[config.mk]
export PLATFORM = sky130hd
export DESIGN_NAME = lrutc_back
export DESIGN_NICKNAME = d
export VERILOG_FILES = /design/src/hdl/lrutc_pkg.sv /design/src/hdl/lrutc_back.sv
export SDC_FILE = /design/constraint.sdc
export NUM_CORES = 2
export LEC_CHECK = 0
export BUFFER_PORTS_ARGS = -buffer_cell sky130_fd_sc_hd__buf_2
export CORE_ASPECT_RATIO = 2
export CORE_UTILIZATION = 30
export CTS_CLUSTER_DIAMETER = 150
export CTS_CLUSTER_SIZE = 10
export DETAILED_ROUTE_END_ITERATION = 8
export GPL_TIMING_DRIVEN = 0
export HOLD_SLACK_MARGIN = 0.02
export PLACE_DENSITY = 0.45
export REMOVE_ABC_BUFFERS = 1
export SLEW_MARGIN = 20
export SYNTH_ARGS = -nofsm -noshare
export SYNTH_HDL_FRONTEND = slang
export SYNTH_SLANG_ARGS = --single-unit
export TNS_END_PERCENT = 5
[constraint.sdc]
create_clock -name clk -period 25 [get_ports clk]
set_input_delay 5 -clock clk [delete_from_list [all_inputs] [get_ports clk]]
set_output_delay 5 -clock clk [all_outputs]
set_load 0.05 [all_outputs]
[src/hdl/lrutc_pkg.sv]
// Shared types and constants for the LRU tile cache directory.
package lrutc_pkg;

  localparam logic [2:0] REQ_QUERY     = 3'd0;
  localparam logic [2:0] REQ_MARK      = 3'd1;
  localparam logic [2:0] REQ_CLEAN     = 3'd2;
  localparam logic [2:0] REQ_ALL_DIRTY = 3'd3;
  localparam logic [2:0] REQ_CLEAR     = 3'd4;

  localparam int TILE_W      = 24;
  localparam int FCOORD_W    = 34;
  localparam int QUEUE_DEPTH = 4;

  typedef logic signed [FCOORD_W-1:0] fcoord_t;

  typedef enum logic [2:0] {
    OP_ACK         = 3'd0,
    OP_TOUCH       = 3'd1,
    OP_TOUCH_DIRTY = 3'd2,
    OP_CLEAN       = 3'd3,
    OP_ALL_DIRTY   = 3'd4,
    OP_CLEAR       = 3'd5
  } op_t;

  typedef struct packed {
    op_t               op;
    logic [TILE_W-1:0] x;
    logic [TILE_W-1:0] y;
    logic [3:0]        slot;
    logic              last;
  } cmd_t;

endpackage

[src/hdl/lrutc_back.sv]
// Back end: directory lookup, LRU update, eviction and result register.
module lrutc_back #(
  parameter int CAPACITY = 16
) (
  input  logic                          clk,
  input  logic                          rst,
  input  logic                          q_empty,
  input  lrutc_pkg::cmd_t               q_data,
  output logic                          q_pop,
  input  logic [$clog2(CAPACITY+1)-1:0] eff_cap,
  output logic                          done,
  output logic                          cell_valid,
  output logic signed [23:0]            tile_x,
  output logic signed [23:0]            tile_y,
  output logic [3:0]                    slot_out,
  output logic                          was_hit,
  output logic                          dirty_out,
  output logic                          evicted,
  output logic signed [23:0]            evicted_x,
  output logic signed [23:0]            evicted_y,
  output logic                          last
);

  localparam int AW = (CAPACITY > 1) ? $clog2(CAPACITY) : 1;
  localparam int OW = $clog2(CAPACITY + 1);

  typedef enum logic [2:0] {
    B_IDLE = 3'b001,
    B_LOOK = 3'b010,
    B_EXEC = 3'b100
  } bstate_t;

  bstate_t         state;
  lrutc_pkg::cmd_t cmd;
  logic [CAPACITY-1:0] valid, dirty;
  logic [AW-1:0]   age [CAPACITY];
  logic [23:0]     tx  [CAPACITY];
  logic [23:0]     ty  [CAPACITY];
  logic [OW-1:0]   occ;

  logic [AW-1:0]   hslot, vslot, fslot, slot;
  logic            hit_c, hit, evict;
  logic            is_dirty_op, in_range;
  logic [AW-1:0]   cslot;

  assign q_pop       = state == B_IDLE && !q_empty;
  assign is_dirty_op = cmd.op == lrutc_pkg::OP_TOUCH_DIRTY;
  assign in_range    = 32'(cmd.slot) < CAPACITY;
  assign cslot       = AW'(cmd.slot);

  always_comb begin
    hit_c = 1'b0;
    hslot = '0;
    vslot = '0;
    fslot = '0;
    for (int i = CAPACITY - 1; i >= 0; i--) begin
      if (valid[i] && tx[i] == cmd.x && ty[i] == cmd.y) begin
        hit_c = 1'b1;
        hslot = AW'(i);
      end
      if (valid[i] && OW'(age[i]) == occ - OW'(1)) vslot = AW'(i);
      if (!valid[i]) fslot = AW'(i);
    end
  end

  always_ff @(posedge clk) begin
    if (rst) begin
      state <= B_IDLE;
      done  <= 1'b0;
      valid <= '0;
      dirty <= '0;
      occ   <= '0;
      for (int i = 0; i < CAPACITY; i++) age[i] <= '0;
    end else begin
      done <= 1'b0;
      case (state)
        B_IDLE: begin
          if (!q_empty) begin
            cmd   <= q_data;
            state <= B_LOOK;
          end
        end
        B_LOOK: begin
          hit   <= hit_c;
          evict <= !hit_c && occ >= eff_cap;
          slot  <= hit_c ? hslot : ((occ >= eff_cap) ? vslot : fslot);
          state <= B_EXEC;
        end
        B_EXEC: begin
          state      <= B_IDLE;
          done       <= 1'b1;
          last       <= cmd.last;
          cell_valid <= 1'b0;
          tile_x     <= '0;
          tile_y     <= '0;
          slot_out   <= '0;
          was_hit    <= 1'b0;
          dirty_out  <= 1'b0;
          evicted    <= 1'b0;
          evicted_x  <= '0;
          evicted_y  <= '0;
          case (cmd.op)
            lrutc_pkg::OP_TOUCH, lrutc_pkg::OP_TOUCH_DIRTY: begin
              cell_valid <= 1'b1;
              tile_x     <= cmd.x;
              tile_y     <= cmd.y;
              slot_out   <= 4'(slot);
              was_hit    <= hit;
              if (hit) begin
                for (int i = 0; i < CAPACITY; i++)
                  if (valid[i] && age[i] < age[slot]) age[i] <= age[i] + AW'(1);
                age[slot] <= '0;
                if (is_dirty_op) dirty[slot] <= 1'b1;
                dirty_out <= is_dirty_op | dirty[slot];
              end else begin
                for (int i = 0; i < CAPACITY; i++)
                  if (valid[i] && AW'(i) != slot) age[i] <= age[i] + AW'(1);
                valid[slot] <= 1'b1;
                dirty[slot] <= 1'b1;
                age[slot]   <= '0;
                tx[slot]    <= cmd.x;
                ty[slot]    <= cmd.y;
                dirty_out   <= 1'b1;
                if (evict) begin
                  evicted   <= 1'b1;
                  evicted_x <= tx[slot];
                  evicted_y <= ty[slot];
                end else begin
                  occ <= occ + OW'(1);
                end
              end
            end
            lrutc_pkg::OP_CLEAN: begin
              if (in_range) begin
                dirty[cslot] <= 1'b0;
                slot_out     <= cmd.slot;
                if (valid[cslot]) begin
                  cell_valid <= 1'b1;
                  was_hit    <= 1'b1;
                  tile_x     <= tx[cslot];
                  tile_y     <= ty[cslot];
                end
              end
            end
            lrutc_pkg::OP_ALL_DIRTY: dirty <= dirty | valid;
            lrutc_pkg::OP_CLEAR: begin
              valid <= '0;
              dirty <= '0;
              occ   <= '0;
              for (int i = 0; i < CAPACITY; i++) age[i] <= '0;
            end
            default: ;
          endcase
        end
        default: state <= B_IDLE;
      endcase
    end
  end

endmodule

==> metrics.log <==
INFO  metric status = finished, final reports clean
INFO  metric cts_made_buffers = 114
INFO  metric postLayoutCoreUtil = 0.368
INFO  metric postSynth.topFlopCell = edfxtp_1
INFO  metric htree_num_levels = 3
INFO  metric tritoncts_clock_tree = done
INFO  metric ios = 171
INFO  metric sw_share = 0.278
INFO  metric timing.critical_path.slowest_stage_cell = nor4b_1
INFO  metric avgViaCountPerCell = 6.30
INFO  metric wire_length_per_cell = 54.0 um
INFO  metric n_fill_cell = 19100
INFO  metric num-nets-final = 4812
INFO  metric finalMaxSlewViolations = 0
INFO  metric ctsRootBufferMaster = clkbuf_16
INFO  metric synth.cell_area = 60800 um2
INFO  metric cts_resized = 0
INFO  metric dr.first_iter.drc_count = 5518
INFO  metric final_layout_size_suffix_gt1_frac = 0.285
INFO  metric area.growth.synth_to_final = 22.0%
INFO  metric grt_overflow_total = 0
INFO  metric report.power.total = 0.00402 W
INFO  metric timing.critical_path.slowest_cell_delay = 0.66 ns
INFO  metric cts.sinks = 1048
INFO  metric grtUsageTotal = 0.390
INFO  metric route.antenna.remaining_nets = 0
INFO  metric dr.pass1.iters = 7
INFO  metric crit_arrival = 6.17 ns
INFO  metric critical_path.most_common_cell = buf_2
INFO  metric setup_viol_count_final = 0
INFO  metric layout.cells.most_common = edfxtp_1
INFO  metric p_leak = 23.9 nW
INFO  metric total_of_warnings_raised_by_yosys = 0
INFO  metric combinationalPowerShare = 0.115
INFO  metric clk_path_buf_depth = 3
INFO  metric path_buf_inv = 2
INFO  metric grt_max_degree = 44
INFO  metric floorplan.die.height = 638 um
INFO  metric drv_cap = 0
INFO  metric share_of_the_clock_period_used_by_the_worst_path = 0.447
INFO  metric place_hpwl = 331 mm
INFO  metric hold_path.class = flop to flop
INFO  metric layout.cells.non_filler = 7375
INFO  metric cellInternalPower = 0.00290 W
INFO  metric vias_in_the_first_global_route = 46000
INFO  metric mostFrequentLayoutCells = edfxtp_1, mux4_2, xnor2_1, nand4_1, xor2_1
INFO  metric fp.coreArea = 201000 um2
INFO  metric end_kind = output pin
INFO  metric timing.critical_path.cells = buf_2 > nor4b_1 > buf_2
INFO  metric synth_cells = 4367
INFO  metric power.net_switching = 0.00112 W
INFO  metric layout.cell_area.non_filler = 74100 um2
INFO  metric power_frac_seq = 0.480
INFO  metric grt_first_pass_wirelength = 505 mm
INFO  metric post_dp_cell_area = 70500 um2
INFO  metric number_of_flops_mapped_to_enable_cells_by_yosys = 935
INFO  metric fin_crit = 11.17 ns
INFO  metric grt_setup_unrepaired = no
INFO  metric path_max_fanout = 3
INFO  metric drcViolationCount = 0
INFO  metric die-width = 320 um
INFO  metric cts.reportedPaths.clkPinSlew = 0.06 ns
INFO  metric ys_seq_area_frac = 0.499
INFO  metric avgSynthCellArea = 13.9 um2
INFO  metric worstPathRequired = 20.00 ns
INFO  metric clock_insertion_delay_worst_skew = 0.85 ns
INFO  metric power.density_cell_area = 54.2 nW/um2
INFO  metric timing.slew.headroom = 0.0756
INFO  metric setup.worst_path.start_class = primary input
INFO  metric globalplace.congestion = 1.10
INFO  metric finClkSkew = 0.0461 ns
INFO  metric power_frac_clock = 0.405
INFO  metric number_of_antenna_violations_at_the_first_check_in_global_routing = 42
INFO  metric dominant_delay_contributor_by_cell_family_on_the_critical_path = simple AND/OR/NAND/NOR gates
INFO  metric start_util = 0.302
INFO  metric worst-slew-pin-transition = 1.38 ns
INFO  metric fp-row-count = 233
INFO  metric async_reset_ff_frac = 0
INFO  metric cts_hold_repair.buffers = 0
INFO  metric peakVddDrop = 0.0000614 V
INFO  metric max_freq = 89.6 MHz
INFO  metric buffer_ports.inserted = 170
INFO  metric dr_total_vias = 46500
INFO  metric placed_cells_incl_taps = 7141
INFO  metric hold_viol = 0
INFO  metric floorplan_die_area = 204000 um2
INFO  metric synth.ff_latch_count = 1048
INFO  metric number_of_setup_buffers_added_after_cts = 0
INFO  metric yosys.cell_types.count = 77
INFO  metric totalWireLength = 398 mm
INFO  metric path_class = primary input to output pin
-- cells in the mapped netlist (95+ instances only) --
master	number	area share
nand2_1	133	0.0082
xor2_1	198	0.029
nand4_1	282	0.029
a21oi_1	95	0.0078
nand2b_1	147	0.015
clkbuf_1	161	0.0099
xnor2_1	588	0.085
edfxtp_1	935	0.46
nand3_1	112	0.0092
mux4_2	510	0.19
nor2_1	179	0.011
dfxtp_1	113	0.037
nor4_1	111	0.011
-- metrics by stage --
stage	setup TNS (ns)	worst slack, ns	hold WS (ns)
after detailed placement	0	13.90	0.408
after global placement	-1550.00	-2.47	0.401
after global routing	0	13.81	0.444
final	0	13.83	0.421
after CTS	0	13.89	0.423
after floorplan	0	10.57	0.400
-- kinds of logic after synthesis --
kind of cell	synth area share
AND/OR/NAND/NOR	0.114
flip-flops	0.499
XOR/XNOR	0.117
multiplexers	0.192
buffers and inverters	0.0237
AO/OA/AOI/OAI	0.0389
adder cells (fa/ha/maj)	0.0146
-- final timing paths --
check | startpoint | endpoint | slack (ns) | cells after the start
max | q_empty | q_pop | 13.83 | 3
min | cmd[0]$_DFFE_PP_ | last$_DFFE_PP_ | 0.42 | 0
max reg2reg | cmd[21]$_DFFE_PP_ | slot[0]$_DFFE_PP_ | 19.63 | 11
min reg2reg | cmd[0]$_DFFE_PP_ | last$_DFFE_PP_ | 0.42 | 0
-- sequential cells by signal (all words and copies together) (netlist names), 3 cells and up, named ones only --
register and flops:
tx 384, ty 384, age 64, cmd 52, evicted_x 24, evicted_y 24
tile_x 24, tile_y 24, dirty 16, valid 16, occ 5, cslot 4
slot 4, slot_out 4, state 3
-- power groups by stage --
stage	logic, W	clock network, W	registers, W
6_report	0.000462	0.00163	0.00193
5_1_grt	0.000457	0.00170	0.00193
4_1_cts	0.000444	0.00165	0.00193
3_5_place_dp	0.000442	0	0.00197
3_3_place_gp	0.000373	0	0.00204
2_1_floorplan	0.000177	0	0.00200
-- metal layers --
| metal | vias up | global-route usage | part of all wire |
|---|---|---|---|
| met2 | 2840 | 0.650 | 0.49 |
| li1 | 18000 | - | - |
| met5 | - | 0.000478 | 0.00014 |
| met3 | 1104 | 0.0829 | 0.059 |
| met1 | 24600 | 0.362 | 0.30 |
| met4 | 8 | 0.483 | 0.15 |
-- layout make-up --
class / count / area [um2] / share of cell area
clock buffers: 163 / 3060 / 0.0413
repair buffers: 486 / 6550 / 0.0884
flip-flops and latches: 1048 / 30400 / 0.410
multi-input cells: 2969 / 30400 / 0.410
clock inverters: 7 / 119 / 0.00160
inverters: 58 / 220 / 0.00297
well taps: 2585 / 3230 / 0.0436
diodes: 59 / 148 / 0.00199
No activity file was read; power rests on OpenSTA's default activity.
