[src/hdl/lrutc_pkg.sv]
// Shared types and constants for the LRU tile cache directory.
package lrutc_pkg;

  localparam logic [2:0] REQ_QUERY     = 3'd0;
  localparam logic [2:0] REQ_MARK      = 3'd1;
  localparam logic [2:0] REQ_CLEAN     = 3'd2;
  localparam logic [2:0] REQ_ALL_DIRTY = 3'd3;
  localparam logic [2:0] REQ_CLEAR     = 3'd4;

  localparam int TILE_W      = 24;
  localparam int FCOORD_W    = 34;
  localparam int QUEUE_DEPTH = 4;

  typedef logic signed [FCOORD_W-1:0] fcoord_t;

  typedef enum logic [2:0] {
    OP_ACK         = 3'd0,
    OP_TOUCH       = 3'd1,
    OP_TOUCH_DIRTY = 3'd2,
    OP_CLEAN       = 3'd3,
    OP_ALL_DIRTY   = 3'd4,
    OP_CLEAR       = 3'd5
  } op_t;

  typedef struct packed {
    op_t               op;
    logic [TILE_W-1:0] x;
    logic [TILE_W-1:0] y;
    logic [3:0]        slot;
    logic              last;
  } cmd_t;

endpackage

[src/hdl/lrutc_fdiv.sv]
// Floor division of a signed pixel coordinate by the tile size, by reciprocal multiply.
module lrutc_fdiv #(
  parameter int TILE_SIZE = 500
) (
  input  logic                     clk,
  input  logic                     rst,
  input  logic                     go,
  input  logic signed [31:0]       a,
  output logic                     done,
  output lrutc_pkg::fcoord_t       q
);

  localparam int L   = $clog2(TILE_SIZE);
  localparam int SH1 = (L > 0) ? 1 : 0;
  localparam int SH2 = (L > 0) ? L - 1 : 0;
  localparam longint MAGIC_L =
    ((longint'(1) << 32) * ((longint'(1) << L) - longint'(TILE_SIZE))) / longint'(TILE_SIZE)
    + longint'(1);
  localparam logic [31:0] MAGIC = 32'(MAGIC_L);

  logic        running;
  logic        phase;
  logic        fin;
  logic        neg;
  logic [31:0] mag;
  logic [31:0] t1;
  logic [31:0] quo;
  logic [32:0] mag_w;
  logic [63:0] prod;
  logic [31:0] diff;
  logic [32:0] sum;

  // negative input: floor(a/d) = -((|a| + d - 1) / d)
  always_comb begin
    mag_w = a[31] ? (33'(TILE_SIZE - 1) - {a[31], a}) : {1'b0, a};
    prod  = mag * MAGIC;
    diff  = mag - t1;
    sum   = {1'b0, t1} + {1'b0, diff >> SH1};
  end

  always_ff @(posedge clk) begin
    if (rst) begin
      running <= 1'b0;
      phase   <= 1'b0;
      fin     <= 1'b0;
    end else if (go) begin
      running <= 1'b1;
      phase   <= 1'b0;
      fin     <= 1'b0;
      neg     <= a[31];
      mag     <= mag_w[31:0];
    end else if (running) begin
      if (!phase) begin
        t1    <= prod[63:32];
        phase <= 1'b1;
      end else begin
        quo     <= 32'(sum >> SH2);
        running <= 1'b0;
        fin     <= 1'b1;
      end
    end
  end

  assign done = fin & ~running;
  assign q    = neg ? -$signed({2'b00, quo}) : $signed({2'b00, quo});

endmodule

[src/hdl/lrutc_front.sv]
// Front end: takes requests, finds the tile span and queues per-tile commands.
module lrutc_front #(
  parameter int CAPACITY  = 16,
  parameter int TILE_SIZE = 500
) (
  input  logic                   clk,
  input  logic                   rst,
  input  logic                   start,
  output logic                   busy,
  input  logic [2:0]             req_type,
  input  logic signed [31:0]     rect_left,
  input  logic signed [31:0]     rect_top,
  input  logic signed [31:0]     rect_right,
  input  logic signed [31:0]     rect_bottom,
  input  logic [3:0]             slot_sel,
  input  logic [$clog2(CAPACITY+1)-1:0] eff_cap,
  input  logic                   q_full,
  output logic                   q_push,
  output lrutc_pkg::cmd_t        q_data
);

  localparam int OW = $clog2(CAPACITY + 1);

  typedef enum logic [4:0] {
    F_IDLE = 5'b00001,
    F_ONE  = 5'b00010,
    F_DIV  = 5'b00100,
    F_BACK = 5'b01000,
    F_EMIT = 5'b10000
  } fstate_t;

  fstate_t            state;
  lrutc_pkg::cmd_t    pend;
  lrutc_pkg::op_t     walk_op;
  lrutc_pkg::fcoord_t cur_x, cur_y;
  lrutc_pkg::fcoord_t min_x, min_y, max_x, max_y;
  logic [OW-1:0]      cnt;
  logic               accept, is_rect, empty, div_go;
  logic [3:0]         div_done;

  assign accept  = start && state == F_IDLE;
  assign is_rect = req_type == lrutc_pkg::REQ_QUERY || req_type == lrutc_pkg::REQ_MARK;
  assign empty   = rect_right < rect_left || rect_bottom < rect_top;
  assign div_go  = accept && is_rect && !empty;
  assign busy    = state != F_IDLE;

  lrutc_fdiv #(.TILE_SIZE(TILE_SIZE)) u_div_l (
    .clk(clk), .rst(rst), .go(div_go), .a(rect_left),   .done(div_done[0]), .q(min_x));
  lrutc_fdiv #(.TILE_SIZE(TILE_SIZE)) u_div_t (
    .clk(clk), .rst(rst), .go(div_go), .a(rect_top),    .done(div_done[1]), .q(min_y));
  lrutc_fdiv #(.TILE_SIZE(TILE_SIZE)) u_div_r (
    .clk(clk), .rst(rst), .go(div_go), .a(rect_right),  .done(div_done[2]), .q(max_x));
  lrutc_fdiv #(.TILE_SIZE(TILE_SIZE)) u_div_b (
    .clk(clk), .rst(rst), .go(div_go), .a(rect_bottom), .done(div_done[3]), .q(max_y));

  always_comb begin
    q_push = 1'b0;
    q_data = pend;
    if (state == F_ONE) begin
      q_push = !q_full;
    end else if (state == F_EMIT) begin
      q_push      = !q_full;
      q_data.op   = walk_op;
      q_data.x    = cur_x[lrutc_pkg::TILE_W-1:0];
      q_data.y    = cur_y[lrutc_pkg::TILE_W-1:0];
      q_data.slot = '0;
      q_data.last = cnt == OW'(1);
    end
  end

  always_ff @(posedge clk) begin
    if (rst) begin
      state <= F_IDLE;
    end else begin
      case (state)
        F_IDLE: begin
          if (accept) begin
            pend.x    <= '0;
            pend.y    <= '0;
            pend.slot <= slot_sel;
            pend.last <= 1'b1;
            walk_op   <= (req_type == lrutc_pkg::REQ_MARK) ? lrutc_pkg::OP_TOUCH_DIRTY
                                                           : lrutc_pkg::OP_TOUCH;
            if (div_go) begin
              state <= F_DIV;
            end else begin
              state <= F_ONE;
              case (req_type)
                lrutc_pkg::REQ_CLEAN:     pend.op <= lrutc_pkg::OP_CLEAN;
                lrutc_pkg::REQ_ALL_DIRTY: pend.op <= lrutc_pkg::OP_ALL_DIRTY;
                lrutc_pkg::REQ_CLEAR:     pend.op <= lrutc_pkg::OP_CLEAR;
                default:                  pend.op <= lrutc_pkg::OP_ACK;
              endcase
            end
          end
        end
        F_ONE: begin
          if (!q_full) state <= F_IDLE;
        end
        F_DIV: begin
          if (&div_done) begin
            cur_x <= max_x;
            cur_y <= max_y;
            cnt   <= OW'(1);
            state <= F_BACK;
          end
        end
        F_BACK: begin
          // step back from the last tile to the first one walked
          if (cnt >= eff_cap || (cur_x == min_x && cur_y == min_y)) begin
            state <= F_EMIT;
          end else begin
            cnt <= cnt + OW'(1);
            if (cur_y == min_y) begin
              cur_y <= max_y;
              cur_x <= cur_x - lrutc_pkg::fcoord_t'(1);
            end else begin
              cur_y <= cur_y - lrutc_pkg::fcoord_t'(1);
            end
          end
        end
        F_EMIT: begin
          if (!q_full) begin
            cnt <= cnt - OW'(1);
            if (cur_y == max_y) begin
              cur_y <= min_y;
              cur_x <= cur_x + lrutc_pkg::fcoord_t'(1);
            end else begin
              cur_y <= cur_y + lrutc_pkg::fcoord_t'(1);
            end
            if (cnt == OW'(1)) state <= F_IDLE;
          end
        end
        default: state <= F_IDLE;
      endcase
    end
  end

endmodule

[config.mk]
export PLATFORM = sky130hd
export DESIGN_NAME = lrutc_front
export DESIGN_NICKNAME = d
export VERILOG_FILES = /design/src/hdl/lrutc_pkg.sv /design/src/hdl/lrutc_fdiv.sv /design/src/hdl/lrutc_front.sv
export SDC_FILE = /design/constraint.sdc
export NUM_CORES = 2
export LEC_CHECK = 0
export ABC_AREA = 1
export BUFFER_PORTS_ARGS = -buffer_cell sky130_fd_sc_hd__buf_2
export CELL_PAD_IN_SITES_DETAIL_PLACEMENT = 0
export CELL_PAD_IN_SITES_GLOBAL_PLACEMENT = 1
export CORE_MARGIN = 8
export CORE_UTILIZATION = 55
export DETAILED_ROUTE_END_ITERATION = 16
export PLACE_DENSITY_LB_ADDON = 0.08
export SYNTH_ARGS = -nofsm -noshare
export SYNTH_HDL_FRONTEND = slang
export SYNTH_SLANG_ARGS = --single-unit
[constraint.sdc]
create_clock -name clk -period 19.5 [get_ports clk]
set_input_delay 0.975 -clock clk [delete_from_list [all_inputs] [get_ports clk]]
set_output_delay 0.975 -clock clk [all_outputs]
set_load 0.005 [all_outputs]
==> results.cfg <==
[worst_hold_path]
holdPathStages = 1
hold_class = in -> reg
hold_path_end = pend[4]
worstHoldStart = slot_sel[3]

[timing]
min_period_ns = 7.46
timing.setup.tns_ns = 0
post-route-period-util_pct = 38.2
finalMaxSlewViolations = 0
skew_ns = 0.0409
worst_slew_pin_slew_ns = 1.22
relSlewSlack_pct = 18.6
timing.fmax_mhz = 134
rsz0062_at_grt = no
setup_viol = 0
finalHoldViolCount = 0

[place]
hpwlAfterDp_microns = 244000
dpl_cell_area_sq_um = 95100
port_buffers = 201
gp_congestion = 0.995

[synth]
ys_types = 70
synthCells = 11000
ys_ff_latch = 435
yosys_warnings = 0
synth_top_family_by_area = adder cells
syn_area_sq_um = 91400
synth_compound_area_share_pct = 9.12
synth_top_cell_area_share_pct = 23.5
synthesis.nets = 13900
synth_ff_type = edfxtp_1
seq_area_frac_synth_pct = 14.1
synth_top_area_cell = fa_1
yosys.area_share.simple_pct = 14.0
synth_area_per_cell_sq_um = 8.29
synth_fa_ha_area_share_pct = 45.6
synthMuxAreaShare_pct = 0
async_flop_share_pct = 0
synth_xor_area_share_pct = 5.61
synth_edf_count = 418
synth_area_leaders = fa_1 (23%), ha_1 (22%), edfxtp_1 (14%)

[routing]
ant_nets = 0
drt_first_pass_iters = 5
drc = 0
vias = 74500
wirelength_microns = 284000
post_drt_wl_per_cell_microns = 21.0
vias_per_cell = 5.51
drt_iter0_drc = 5701

[die]
die_x_microns = 424
initial_utilization_pct = 55.4
die_area_sq_um = 180000
core-area_sq_um = 165000
die_h_microns = 424
io_pins = 202
row_count = 149

[worst_setup_path]
worst-path-max-fanout = 11
worst_setup_path_start_kind = register
r2r-end = u_div_b.t1[16]
crit_arrival_ns = 7.84
reg2reg_depth = 24
cp-end-kind = register
r2r-start = u_div_b.mag[28]
rrSetupSlack_ns = 12.04
worst-setup-path-type = reg -> reg
required_ns = 19.88

[cells_and_area]
final_cell_mix = inv_1 (2707), ha_1 (1615), nand2_1 (1445), fa_1 (1073), nor2_1 (852)
design_area_sq_um = 97300
nets = 14100
drive_above_1_share_pct = 3.86
register_area_sq_um = 12900
fillCellCount = 15200
multi_input_area_sq_um = 68000
final_common_cell = inv_1
syn2layout_area_growth_pct = 6.46

[clocking]
cts.sinks = 435
clock_path_buffers = 3
cts_root_buffer = clkbuf_16
cts_resized = 0
clock_latency_ns = 0.72
cts_tree = yes
cts_setup_buffers = 0
numCtsBuffers = 59
htree_levels = 2
clk_pin_slew_ns = 0.07
cts_hold_buf = 0

[grt]
grt_max_degree = 75
grt_pass1_wl_microns = 442000
grt_pass1_vias = 75700
grt_use_total_pct = 31.4
gr-total-overflow = 0
antenna_found_initial = 21

[power_and_ir_drop]
ir_drop_v = 0.0000794
p_leak_nw = 50.5
p_per_area_nw_per_um2 = 57.2

[outcome]
status = completed

[run]
maxCapViolations = 0
[sequential cells by signal, indices dropped and copies added, names as in the netlist, 7 cells and up]
name	flops
cur_x	34
cur_y	34
u_div_b.mag	32
u_div_l.mag	32
u_div_r.mag	32
u_div_t.mag	32
u_div_b.t1	27
u_div_l.t1	27
u_div_r.t1	27
u_div_t.t1	27
u_div_b.quo	24
u_div_l.quo	24
u_div_r.quo	24
u_div_t.quo	24
pend	7
[power breakdown]
group | switching [mW] | internal, mW
clock | 0.508 | 0.719
combinational | 2.08 | 1.11
sequential | 0.0196 | 1.13
[kinds of logic after synthesis]
| kind of cell | Yosys count |
|---|---|
| xor gates and xnor gates | 583 |
| and+or+nand+nor | 3038 |
| buffers and inverters | 2809 |
| DFF | 435 |
| adders and majority gates | 2688 |
| AOI/OAI and AO/OA | 1484 |
[metrics by stage]
stage / setup slack (ns) / hold WS, ns / total power, mW / cells / util [%]
2_1_floorplan: 10.87 / 0.451 / 3.30 / 11000 / -
3_3_place_gp: 12.24 / 0.461 / 4.29 / 13400 / 57.7
3_5_place_dp: 12.20 / 0.474 / 4.30 / 13400 / 57.7
4_1_cts: 12.17 / 0.435 / 5.56 / 13500 / 59.0
5_1_grt: 11.69 / 0.450 / 5.98 / 13500 / 59.0
6_report: 12.04 / 0.476 / 5.57 / 13500 / 59.0
[layout make-up]
cell class / instances / area share [%]
multi-input combinational: 7793 / 69.8
sequential: 435 / 13.2
inverter: 2726 / 10.5
tap: 2189 / 2.81
clock buffer: 63 / 1.55
timing repair buffer: 237 / 1.31
clock inverter: 49 / 0.666
antenna: 24 / 0.0617
[critical path, stage by stage, from the launching register on]
cell	delay [ns]
edfxtp_1	0.89
inv_1	0.28
ha_1	0.39
inv_1	0.06
fa_1	0.51
inv_1	0.05
fa_1	0.48
inv_1	0.06
fa_1	0.51
fa_1	0.55
inv_1	0.04
fa_1	0.47
inv_1	0.05
fa_1	0.53
inv_1	0.07
ha_1	0.37
nand2_1	0.10
nor2_1	0.12
inv_1	0.07
nor2_1	0.19
inv_1	0.08
nor2_1	0.17
inv_1	0.05
o311ai_0	0.94
xor2_1	0.13
[Yosys cell counts, drive strengths merged (50+ instances only)]
cell type and count:
nor2 880, a21oi 689, xnor2 148, nor3 123, xor2 434, nand3 396
edfxtp 418, o21ai 423, a31oi 95, ha 1615, fa 1073, a21o 53
o21a 50, nand4 75, inv 2718, nand2 1455
[per-layer routing]
layer / global-route usage [%] / routed length, microns
met5: 0 / 49
met4: 8.89 / 10100
met3: 3.89 / 17800
met2: 49.5 / 124000
met1: 45.5 / 132000
[how the worst max path moves through the flow]
stage               startpoint        endpoint  slack, ns  cells past startpoint
4_1_cts        u_div_b.mag[28]  u_div_b.t1[16]      12.17                     24
3_3_place_gp   u_div_b.mag[28]  u_div_b.t1[16]      12.24                     24
2_1_floorplan     rect_top[31]  u_div_b.mag[0]      10.87                     12
5_1_grt        u_div_b.mag[28]  u_div_b.t1[16]      11.69                     24
6_report       u_div_b.mag[28]  u_div_b.t1[16]      12.04                     24
3_5_place_dp   u_div_b.mag[28]  u_div_b.t1[16]      12.20                     24
(Power assumes the default switching activity.)
