--- config.mk ---
export PLATFORM = sky130hd
export DESIGN_NAME = lrutc_fifo
export DESIGN_NICKNAME = d
export VERILOG_FILES = /design/src/hdl/lrutc_fifo.sv
export SDC_FILE = /design/constraint.sdc
export NUM_CORES = 1
export LEC_CHECK = 0
export ABC_CLOCK_PERIOD_IN_PS = 3650
export BUFFER_PORTS_ARGS = -buffer_cell sky130_fd_sc_hd__buf_2
export CAP_MARGIN = 20
export CELL_PAD_IN_SITES_DETAIL_PLACEMENT = 1
export CELL_PAD_IN_SITES_GLOBAL_PLACEMENT = 1
export CORE_ASPECT_RATIO = 1.4
export CORE_MARGIN = 8
export CORE_UTILIZATION = 40
export CTS_CLUSTER_SIZE = 20
export DETAILED_ROUTE_END_ITERATION = 7
export GPL_ROUTABILITY_DRIVEN = 0
export HOLD_SLACK_MARGIN = 0.02
export PLACE_DENSITY_LB_ADDON = 0.1
export SLEW_MARGIN = 20
export SYNTH_ARGS = -nofsm -noshare
export SYNTH_HDL_FRONTEND = slang
export SYNTH_SLANG_ARGS = --single-unit
--- constraint.sdc ---
create_clock -name clk -period 3.65 [get_ports clk]
set_clock_uncertainty 0.1 [all_clocks]
set_input_delay 0 -clock clk [delete_from_list [all_inputs] [get_ports clk]]
set_output_delay 0 -clock clk [all_outputs]
set_load 0.1 [all_outputs]
--- src/hdl/lrutc_fifo.sv ---
// Small command queue between front and back.
module lrutc_fifo #(
  parameter int WIDTH = 8,
  parameter int DEPTH = 4
) (
  input  logic             clk,
  input  logic             rst,
  input  logic             push,
  input  logic [WIDTH-1:0] wdata,
  input  logic             pop,
  output logic [WIDTH-1:0] rdata,
  output logic             empty,
  output logic             full
);

  localparam int PW = (DEPTH > 1) ? $clog2(DEPTH) : 1;
  localparam int CW = $clog2(DEPTH + 1);

  logic [WIDTH-1:0] mem [DEPTH];
  logic [PW-1:0]    wptr, rptr;
  logic [CW-1:0]    count;

  assign empty = count == '0;
  assign full  = count == CW'(DEPTH);
  assign rdata = mem[rptr];

  always_ff @(posedge clk) begin
    if (push && !full) mem[wptr] <= wdata;
  end

  always_ff @(posedge clk) begin
    if (rst) begin
      wptr  <= '0;
      rptr  <= '0;
      count <= '0;
    end else begin
      if (push && !full) wptr <= (wptr == PW'(DEPTH - 1)) ? '0 : wptr + PW'(1);
      if (pop && !empty) rptr <= (rptr == PW'(DEPTH - 1)) ? '0 : rptr + PW'(1);
      count <= count + CW'(push && !full) - CW'(pop && !empty);
    end
  end

endmodule

==> tab_implementation.tex, run 1 <==
\begin{tabular}{lr}
\hline
Metric & Value \\
\hline
\multicolumn{2}{l}{\textbf{STA}} \\
\quad Final hold violations & 0 \\
\quad Final Max Tran Viols & 0 \\
\quad Period minus WS final & 2510 ps \\
\quad Count of final setup violators & 0 \\
\quad Unrepaired setup endpoints after global routing & false \\
\quad Worst-margin pin slew & between 500 and 600 ps \\
\quad Worst slew margin & 0.629 \\
\quad TNS Setup & 0 ps \\
\quad Final clock period utilization by the worst path & 0.687 \\
\quad Highest Clock Rate & $\sim$400 MHz \\
\multicolumn{2}{l}{\textbf{Drt}} \\
\quad Total DRC errors in the routed layout & 0 \\
\quad Post-detailed-route via-to-cell ratio & 5.16 \\
\quad Total number of vias & slightly below 900 \\
\quad Initial DRC count & 13 \\
\quad Pre-antenna DRT Iters & 4 \\
\quad Final wirelength & 2.94 mm \\
\quad ANT nets after route & 0 \\
\quad Routed length per instance & 17.1 µm \\
\multicolumn{2}{l}{\textbf{Critical path}} \\
\quad CP Capture Type & register \\
\quad Number of cells on the worst reg-to-reg path & 10 \\
\quad Worst-path maximum fanout & 9 \\
\quad Setup slack on the worst flop-to-flop path & 1140 ps \\
\quad Crit. Startpoint & count[2] \\
\quad Critical path startpoint category & register \\
\quad Termination of the worst setup path & count[2] \\
\quad Family of cells with the greatest summed delay on the critical path & simple AND/OR/NAND/NOR gates \\
\quad Buf/Inv on CP & 2 \\
\quad Crit-path cells & or3b\_1 -> and2\_4 -> inv\_1 -> ha\_1 -> inv\_1 -> ha\_1 -> fa\_1 -> xnor2\_1 -> xnor2\_1 -> nor2\_1 \\
\quad Data arrival time of the critical path & roughly 2600 ps \\
\quad Worst endpoint required time & around 3700 ps \\
\quad Category of the most critical setup path & register to register \\
\quad Reg-to-Reg Start & count[2] \\
\quad Capture instance of the worst register-to-register path & count[2] \\
\quad Slowest CP cell & sky130\_fd\_sc\_hd\_\_or3b\_1 \\
\quad Critical path depth & 10 \\
\quad Maximum cell stage delay along the critical path & $\sim$500 ps \\
\multicolumn{2}{l}{\textbf{Pwr}} \\
\quad Switching component of the power & about 0.65 mW \\
\quad Maximum VDD drop & roughly 450 µV \\
\quad Leakage power figure & 0.751 nW \\
\quad Power share of the clock group & 0.183 \\
\quad Combinational power share & 0.407 \\
\quad Switching share of power & 0.431 \\
\quad Total power per unit cell area & between 700 and 800 mW/mm² \\
\quad Internal Power & approximately 0.86 mW \\
\quad Reg power frac & 0.410 \\
\multicolumn{2}{l}{\textbf{Die}} \\
\quad Standard-cell row count & 27 \\
\quad Horiz. Die Dim & about 70 µm \\
\quad I/O pin count & 22 \\
\quad DIE AREA & between 0.006 and 0.007 mm² \\
\quad Die span in y & just over 90 µm \\
\quad Placeable core area & 0.00392 mm² \\
\quad Starting utilization of the core area & 0.418 \\
\multicolumn{2}{l}{\textbf{CTS}} \\
\quad Post-CTS setup-driven buffer insertion count & 0 \\
\quad Clk pin slew, worst setup/hold paths & 70 ps \\
\quad TritonCTS clock tree & done \\
\quad Root buf cell & sky130\_fd\_sc\_hd\_\_clkbuf\_8 \\
\quad Cts bufs inserted & 5 \\
\quad Cells resized by post-CTS repair & 0 \\
\quad CTS H-Tree Depth & 2 \\
\quad Clock latency on the worst-skew pair & 280 ps \\
\quad Cts-stage hold buffer count & 11 \\
\quad Clock sinks & 41 \\
\quad Maximum buffer depth of the clock tree & 2 \\
\multicolumn{2}{l}{\textbf{Status}} \\
\quad Outcome & finished clean \\
\multicolumn{2}{l}{\textbf{Synth}} \\
\quad Cell area after synthesis & 0.00164 mm² \\
\quad Yosys reg bits & 41 \\
\quad Warnings from Yosys & 0 \\
\quad Synthesized instance count & just over 90 \\
\quad Number of distinct library cells after synthesis & 25 \\
\quad Mean area per synthesized cell & $\sim$18 µm² \\
\quad Share of synthesized area occupied by flip-flops and latches & 0.697 \\
\quad Syn nets & about 110 \\
\multicolumn{2}{l}{\textbf{Final layout}} \\
\quad P\&R area growth vs syn & 20.1\% \\
\quad Final-stage net count & roughly 150 \\
\quad Number of filler cells placed in the layout & roughly 400 \\
\quad Number of antenna repair diodes & 0 \\
\quad Fin area & about 0.002 mm² \\
\quad Fraction of layout cells with a size suffix above 1 & 0.287 \\
\quad Share of the core filled with cells in the final layout & 0.502 \\
\multicolumn{2}{l}{\textbf{Min path}} \\
\quad Worst hold-check path type & input pin to register \\
\quad Hold Path Origin & pop \\
\quad Hold Path Cell Cnt & 4 \\
\multicolumn{2}{l}{\textbf{Global routing}} \\
\quad Antenna violations before repair & 0 \\
\quad Total routing usage reported by global routing & 0.0987 \\
\quad GRT overflow & 0 \\
\quad Via count of the first global-routing pass & about 1000 \\
\quad Largest net degree at the start of global routing & 13 \\
\quad Global-route wire length before repair & a little under 5 mm \\
\multicolumn{2}{l}{\textbf{Place}} \\
\quad Area of placed instances & approximately 0.0018 mm² \\
\quad Input/output buffers & 21 \\
\quad Placed wire-length estimate after detailed placement & roughly 2.1 mm \\
\multicolumn{2}{l}{\textbf{Run}} \\
\quad Maximum Capacitance Violations & 0 \\
\hline
\end{tabular}
stage by stage:
step	hold WS, ps	setup slack (ps)	instances	total power [mW]
2_1_floorplan	-30.9	1140	92	1.15
3_3_place_gp	112	1220	153	1.23
3_5_place_dp	126	1140	153	1.25
4_1_cts	33.9	1110	172	1.53
5_1_grt	74.3	948	172	1.58
6_report	39.4	1140	172	1.51
sequential cells by signal, indices dropped and copies added, names as in the netlist, named ones only:
name   flops
count      3
mem       32
rptr       2
wptr       2
logic make-up after synthesis:
kind of cell	after synthesis	share of synthesized area
fa+ha+maj	8	0.0657
flops	41	0.697
xor+xnor	2	0.0107
compound gates	5	0.0229
mux	9	0.116
buf+inv	11	0.0306
simple gates	16	0.0573
synth_stat cells:
| cell type | count | area, µm² |
|---|---|---|
| sky130_fd_sc_hd__or3b_1 | 1 | 8.76 |
| sky130_fd_sc_hd__nor3_1 | 2 | 10.0 |
| sky130_fd_sc_hd__buf_2 | 1 | 5.00 |
| sky130_fd_sc_hd__inv_1 | 8 | 30.0 |
| sky130_fd_sc_hd__mux4_2 | 8 | 180 |
| sky130_fd_sc_hd__and3_1 | 3 | 18.8 |
| sky130_fd_sc_hd__or3_1 | 1 | 6.26 |
| sky130_fd_sc_hd__edfxtp_1 | 32 | 961 |
| sky130_fd_sc_hd__a21o_1 | 1 | 7.51 |
| sky130_fd_sc_hd__dfxtp_1 | 9 | 180 |
| sky130_fd_sc_hd__buf_6 | 1 | 11.3 |
| sky130_fd_sc_hd__fa_1 | 1 | 20.0 |
| sky130_fd_sc_hd__nand3_1 | 2 | 10.0 |
| sky130_fd_sc_hd__and3_2 | 1 | 7.51 |
| sky130_fd_sc_hd__mux2i_1 | 1 | 10.0 |
| sky130_fd_sc_hd__a21oi_1 | 2 | 10.0 |
| sky130_fd_sc_hd__and2_4 | 1 | 8.76 |
| sky130_fd_sc_hd__o31ai_2 | 1 | 12.5 |
| sky130_fd_sc_hd__buf_1 | 1 | 3.75 |
| sky130_fd_sc_hd__ha_1 | 7 | 87.6 |
| sky130_fd_sc_hd__o31ai_1 | 1 | 7.51 |
| sky130_fd_sc_hd__xnor2_1 | 2 | 17.5 |
| sky130_fd_sc_hd__nand2_1 | 1 | 3.75 |
| sky130_fd_sc_hd__nor2_1 | 2 | 7.51 |
| sky130_fd_sc_hd__nor2b_1 | 2 | 12.5 |
power by group through the flow:
stage | Combinational (mW) | Clock (mW) | Sequential, mW
after CTS | 0.624 | 0.286 | 0.622
after floorplan | 0.547 | 0 | 0.599
final | 0.614 | 0.276 | 0.619
after global routing | 0.649 | 0.304 | 0.630
after global placement | 0.602 | 0 | 0.629
after detailed placement | 0.613 | 0 | 0.633
cells in the final DEF, fill, tap and decap left out, types with 2 or more instances in the layout:
| master | instances |
|---|---|
| sky130_fd_sc_hd__nor3_1 | 2 |
| sky130_fd_sc_hd__nand3_1 | 2 |
| sky130_fd_sc_hd__xnor2_1 | 2 |
| sky130_fd_sc_hd__and3_1 | 3 |
| sky130_fd_sc_hd__dfxtp_1 | 9 |
| sky130_fd_sc_hd__buf_2 | 21 |
| sky130_fd_sc_hd__clkbuf_1 | 2 |
| sky130_fd_sc_hd__edfxtp_1 | 32 |
| sky130_fd_sc_hd__nor2_1 | 2 |
| sky130_fd_sc_hd__nor2b_1 | 2 |
| sky130_fd_sc_hd__inv_1 | 8 |
| sky130_fd_sc_hd__a21oi_1 | 2 |
| sky130_fd_sc_hd__ha_1 | 7 |
| sky130_fd_sc_hd__dlygate4sd3_1 | 11 |
| sky130_fd_sc_hd__clkbuf_8 | 5 |
| sky130_fd_sc_hd__mux4_2 | 8 |
worst min-delay path, stage by stage:
cell and delay (ps):
sky130_fd_sc_hd__buf_2 80, sky130_fd_sc_hd__o31ai_1 120, sky130_fd_sc_hd__nand2_1 90, sky130_fd_sc_hd__a21oi_1 70
how the worst min path moves through the flow:
stage | end | slack [ps]
final | rptr[0] | 40
after global routing | rptr[0] | 70
after CTS | rptr[0] | 30
after detailed placement | mem[1][4] | 130
after global placement | mem[0][4] | 110
after floorplan | wptr[1] | -30
cell type report:
type / count / area (µm²) / area share
Multi-Input combinational cell: 40 / 447 / 0.227
Inverter: 8 / 30.0 / 0.0153
Sequential cell: 41 / 1140 / 0.580
Clock inverter: 1 / 3.75 / 0.00191
Timing Repair Buffer: 32 / 215 / 0.109
Clock buffer: 7 / 76.3 / 0.0388
Tap cell: 43 / 53.8 / 0.0274
per-layer routing:
| metal | global-route usage | routed length, µm | part of all wire |
|---|---|---|---|
| met5 | 0 | 0 | 0 |
| met2 | 0.183 | 1580 | 0.54 |
| met4 | 0.0454 | 46 | 0.016 |
| met1 | 0.0940 | 1200 | 0.41 |
| met3 | 0.0345 | 118 | 0.040 |
(Power assumes the default switching activity.)
==> run 2: changes to the inputs <==
Settings changed: ABC_CLOCK_PERIOD_IN_PS 3650 to 2500.
Clock period 3.65 ns to 2.5 ns, I/O delays scaled along.
==> run 2 against run 1 <==
Die area stayed put; clock power rose by 130%; power rose by 64%; critical path depth unchanged; worst hold slack better by 58 ps; critical path type unchanged; highest routed layer unchanged.
==> tab_implementation.tex, run 2 (synthesized netlist as in run 1, its figures left out) <==
\begin{tabular}{lr}
\hline
Metric & Value \\
\hline
\multicolumn{2}{l}{\textbf{Status}} \\
\quad Outcome & finished clean \\
\multicolumn{2}{l}{\textbf{Place}} \\
\quad Area of placed instances & 0.00180 mm² \\
\quad Cell count after placement & roughly 160 \\
\quad Placed wire-length estimate after detailed placement & approximately 2.2 mm \\
\quad Input/output buffers & 21 \\
\multicolumn{2}{l}{\textbf{STA}} \\
\quad Worst-margin pin slew & $\sim$600 ps \\
\quad Worst slew margin & 0.600 \\
\quad Highest Clock Rate & about 420 MHz \\
\quad Final clock period utilization by the worst path & 0.961 \\
\quad Count of final setup violators & 0 \\
\quad Final Max Tran Viols & 0 \\
\quad Period minus WS final & $\sim$2400 ps \\
\quad Worst hold slack across all endpoints & a little under 100 ps \\
\quad Final hold violations & 0 \\
\multicolumn{2}{l}{\textbf{CTS}} \\
\quad Maximum buffer depth of the clock tree & 2 \\
\quad Clock latency on the worst-skew pair & 290 ps \\
\quad Clock sinks & slightly above 40 \\
\quad Clk pin slew, worst setup/hold paths & 80 ps \\
\quad TritonCTS clock tree & done \\
\quad CTS H-Tree Depth & 2 \\
\quad Cts bufs inserted & 5 \\
\quad Root buf cell & sky130\_fd\_sc\_hd\_\_clkbuf\_8 \\
\multicolumn{2}{l}{\textbf{Critical path}} \\
\quad Crit-path cells & or3b\_4 -> and2\_4 -> inv\_1 -> ha\_1 -> inv\_1 -> ha\_1 -> fa\_1 -> xnor2\_1 -> xnor2\_1 -> nor2\_1 \\
\quad Setup slack on the worst flop-to-flop path & about 100 ps \\
\quad Slowest CP cell & sky130\_fd\_sc\_hd\_\_or3b\_4 \\
\quad Capture instance of the worst register-to-register path & count[2] \\
\quad Reg-to-Reg Start & count[2] \\
\quad Category of the most critical setup path & register to register \\
\quad Worst endpoint required time & between 2000 and 3000 ps \\
\quad Number of cells on the worst reg-to-reg path & 10 \\
\quad Data arrival time of the critical path & 2490 ps \\
\quad Maximum cell stage delay along the critical path & roughly 400 ps \\
\quad Worst-path maximum fanout & 4 \\
\quad CP Capture Type & register \\
\quad Critical path startpoint category & register \\
\multicolumn{2}{l}{\textbf{Final layout}} \\
\quad Fraction of layout cells with a size suffix above 1 & 0.359 \\
\quad Number of antenna repair diodes & 0 \\
\quad Reg with most FFs & mem \\
\quad Area of the multi-input gates & roughly 460 µm² \\
\quad Number of filler cells placed in the layout & between 300 and 400 \\
\quad Commonest cells after routing, fill and taps aside & 32 x sky130\_fd\_sc\_hd\_\_edfxtp\_1, 21 x sky130\_fd\_sc\_hd\_\_buf\_2, 11 x sky130\_fd\_sc\_hd\_\_dlygate4sd3\_1 \\
\quad Fin area & between 0.002 and 0.0025 mm² \\
\quad Number of flip-flops in the largest register & 32 \\
\quad Largest registers ranked by flip-flop count & mem: 32 flops, count: 3 flops \\
\quad P\&R area growth vs syn & 25.2\% \\
\quad Most frequent standard cell in the layout excluding fill and tap cells & sky130\_fd\_sc\_hd\_\_edfxtp\_1 \\
\quad Final cell count without fillers & between 150 and 200 \\
\quad Share of the core filled with cells in the final layout & 0.523 \\
\quad Area of all sequential standard cells & 0.00114 mm² \\
\quad Final-stage net count & 150 \\
\multicolumn{2}{l}{\textbf{Pwr}} \\
\quad Maximum VDD drop & between 600 and 700 µV \\
\quad Leakage power figure & around 0.8 nW \\
\quad Total power consumption of the routed design & around 2.5 mW \\
\quad Total power per unit cell area & between 1000 and 1500 mW/mm² \\
\multicolumn{2}{l}{\textbf{Drt}} \\
\quad Routed length per instance & 18.0 µm \\
\quad Total DRC errors in the routed layout & 0 \\
\quad ANT nets after route & 0 \\
\quad Initial DRC count & 39 \\
\quad Total number of vias & about 900 \\
\quad Post-detailed-route via-to-cell ratio & between 5 and 6 \\
\quad Final wirelength & around 3.1 mm \\
\quad Pre-antenna DRT Iters & 4 \\
\multicolumn{2}{l}{\textbf{Die}} \\
\quad I/O pin count & 22 \\
\quad Die span in y & a little over 90 µm \\
\quad Standard-cell row count & 27 \\
\quad DIE AREA & roughly 0.0064 mm² \\
\quad Placeable core area & 0.00392 mm² \\
\quad Starting utilization of the core area & 0.418 \\
\quad Horiz. Die Dim & about 70 µm \\
\multicolumn{2}{l}{\textbf{Global routing}} \\
\quad Largest net degree at the start of global routing & 14 \\
\quad Antenna violations before repair & 0 \\
\quad Global-route wire length before repair & between 4 and 5 mm \\
\quad GRT overflow & 0 \\
\quad Via count of the first global-routing pass & approximately 990 \\
\quad Total routing usage reported by global routing & 0.101 \\
\multicolumn{2}{l}{\textbf{Min path}} \\
\quad Hold Path Cell Cnt & 5 \\
\quad Hold Path Origin & pop \\
\quad Terminating pin of the worst hold path & rptr[0] \\
\quad Worst hold-check path type & input pin to register \\
\multicolumn{2}{l}{\textbf{Run}} \\
\quad Maximum Capacitance Violations & 0 \\
\hline
\end{tabular}
-- run 2: cell count changes in the layout (fill, tap and decap cells not counted), sizes merged --
cell | before | now
bufinv | 0 | 2
buf | 21 | 23
clkbuf | 7 | 5
-- run 2: area by class of cell --
type / count / share of cell area
sequential: 41 / 0.558
multi-input combinational: 40 / 0.224
timing repair buffer: 34 / 0.112
inverter: 8 / 0.0146
tap: 43 / 0.0262
clock inverter: 3 / 0.0317
clock buffer: 5 / 0.0336
-- run 2: layer usage --
metal,track usage,share of wire,wire [µm]
met2,0.184,0.55,1710
met3,0.0410,0.053,167
met1,0.0910,0.38,1180
met4,0.0555,0.024,74
met5,0,0,0
-- run 2: metrics by stage --
step | setup slack [ps] | TNS, ps
floorplan | 197 | 0
global placement | 257 | 0
detailed placement | 80.5 | 0
CTS | 75.2 | 0
global route | -2.92 | -2.92
finish | 98.3 | 0
-- run 2: power breakdown --
| part | internal, mW | switching (mW) | total (mW) |
|---|---|---|---|
| Sequential | 0.833 | 0.0817 | 0.914 |
| Combinational | 0.258 | 0.678 | 0.937 |
| Clock | 0.397 | 0.227 | 0.623 |
| Total | 1.49 | 0.987 | 2.47 |
-- run 2: repair_timing --
action / 4_1_cts / 5_1_grt
hold buffers: 11 / 0
setup endpoints to repair: 0 / 1
resized for setup: 0 / 4
setup buffers: 0 / 0
endpoints found under the hold margin: 41 / 0
-- run 2: worst max-delay path by stage --
stage	cells after the start	slack, ps	startpoint	to
5_1_grt	10	-3	count[2]	count[2]
6_report	10	100	count[2]	count[2]
4_1_cts	10	80	count[2]	count[2]
3_3_place_gp	10	260	count[2]	count[2]
3_5_place_dp	10	80	count[2]	count[2]
2_1_floorplan	11	200	count[2]	count[2]
-- run 2: critical path, delay by kind of cell, from the launching register on --
family	cells	cell delay, ps
flip-flops	1	380
buffers and inverters	2	110
AND/OR/NAND/NOR	3	620
XOR/XNOR	2	350
adder cells (fa/ha/maj)	3	740
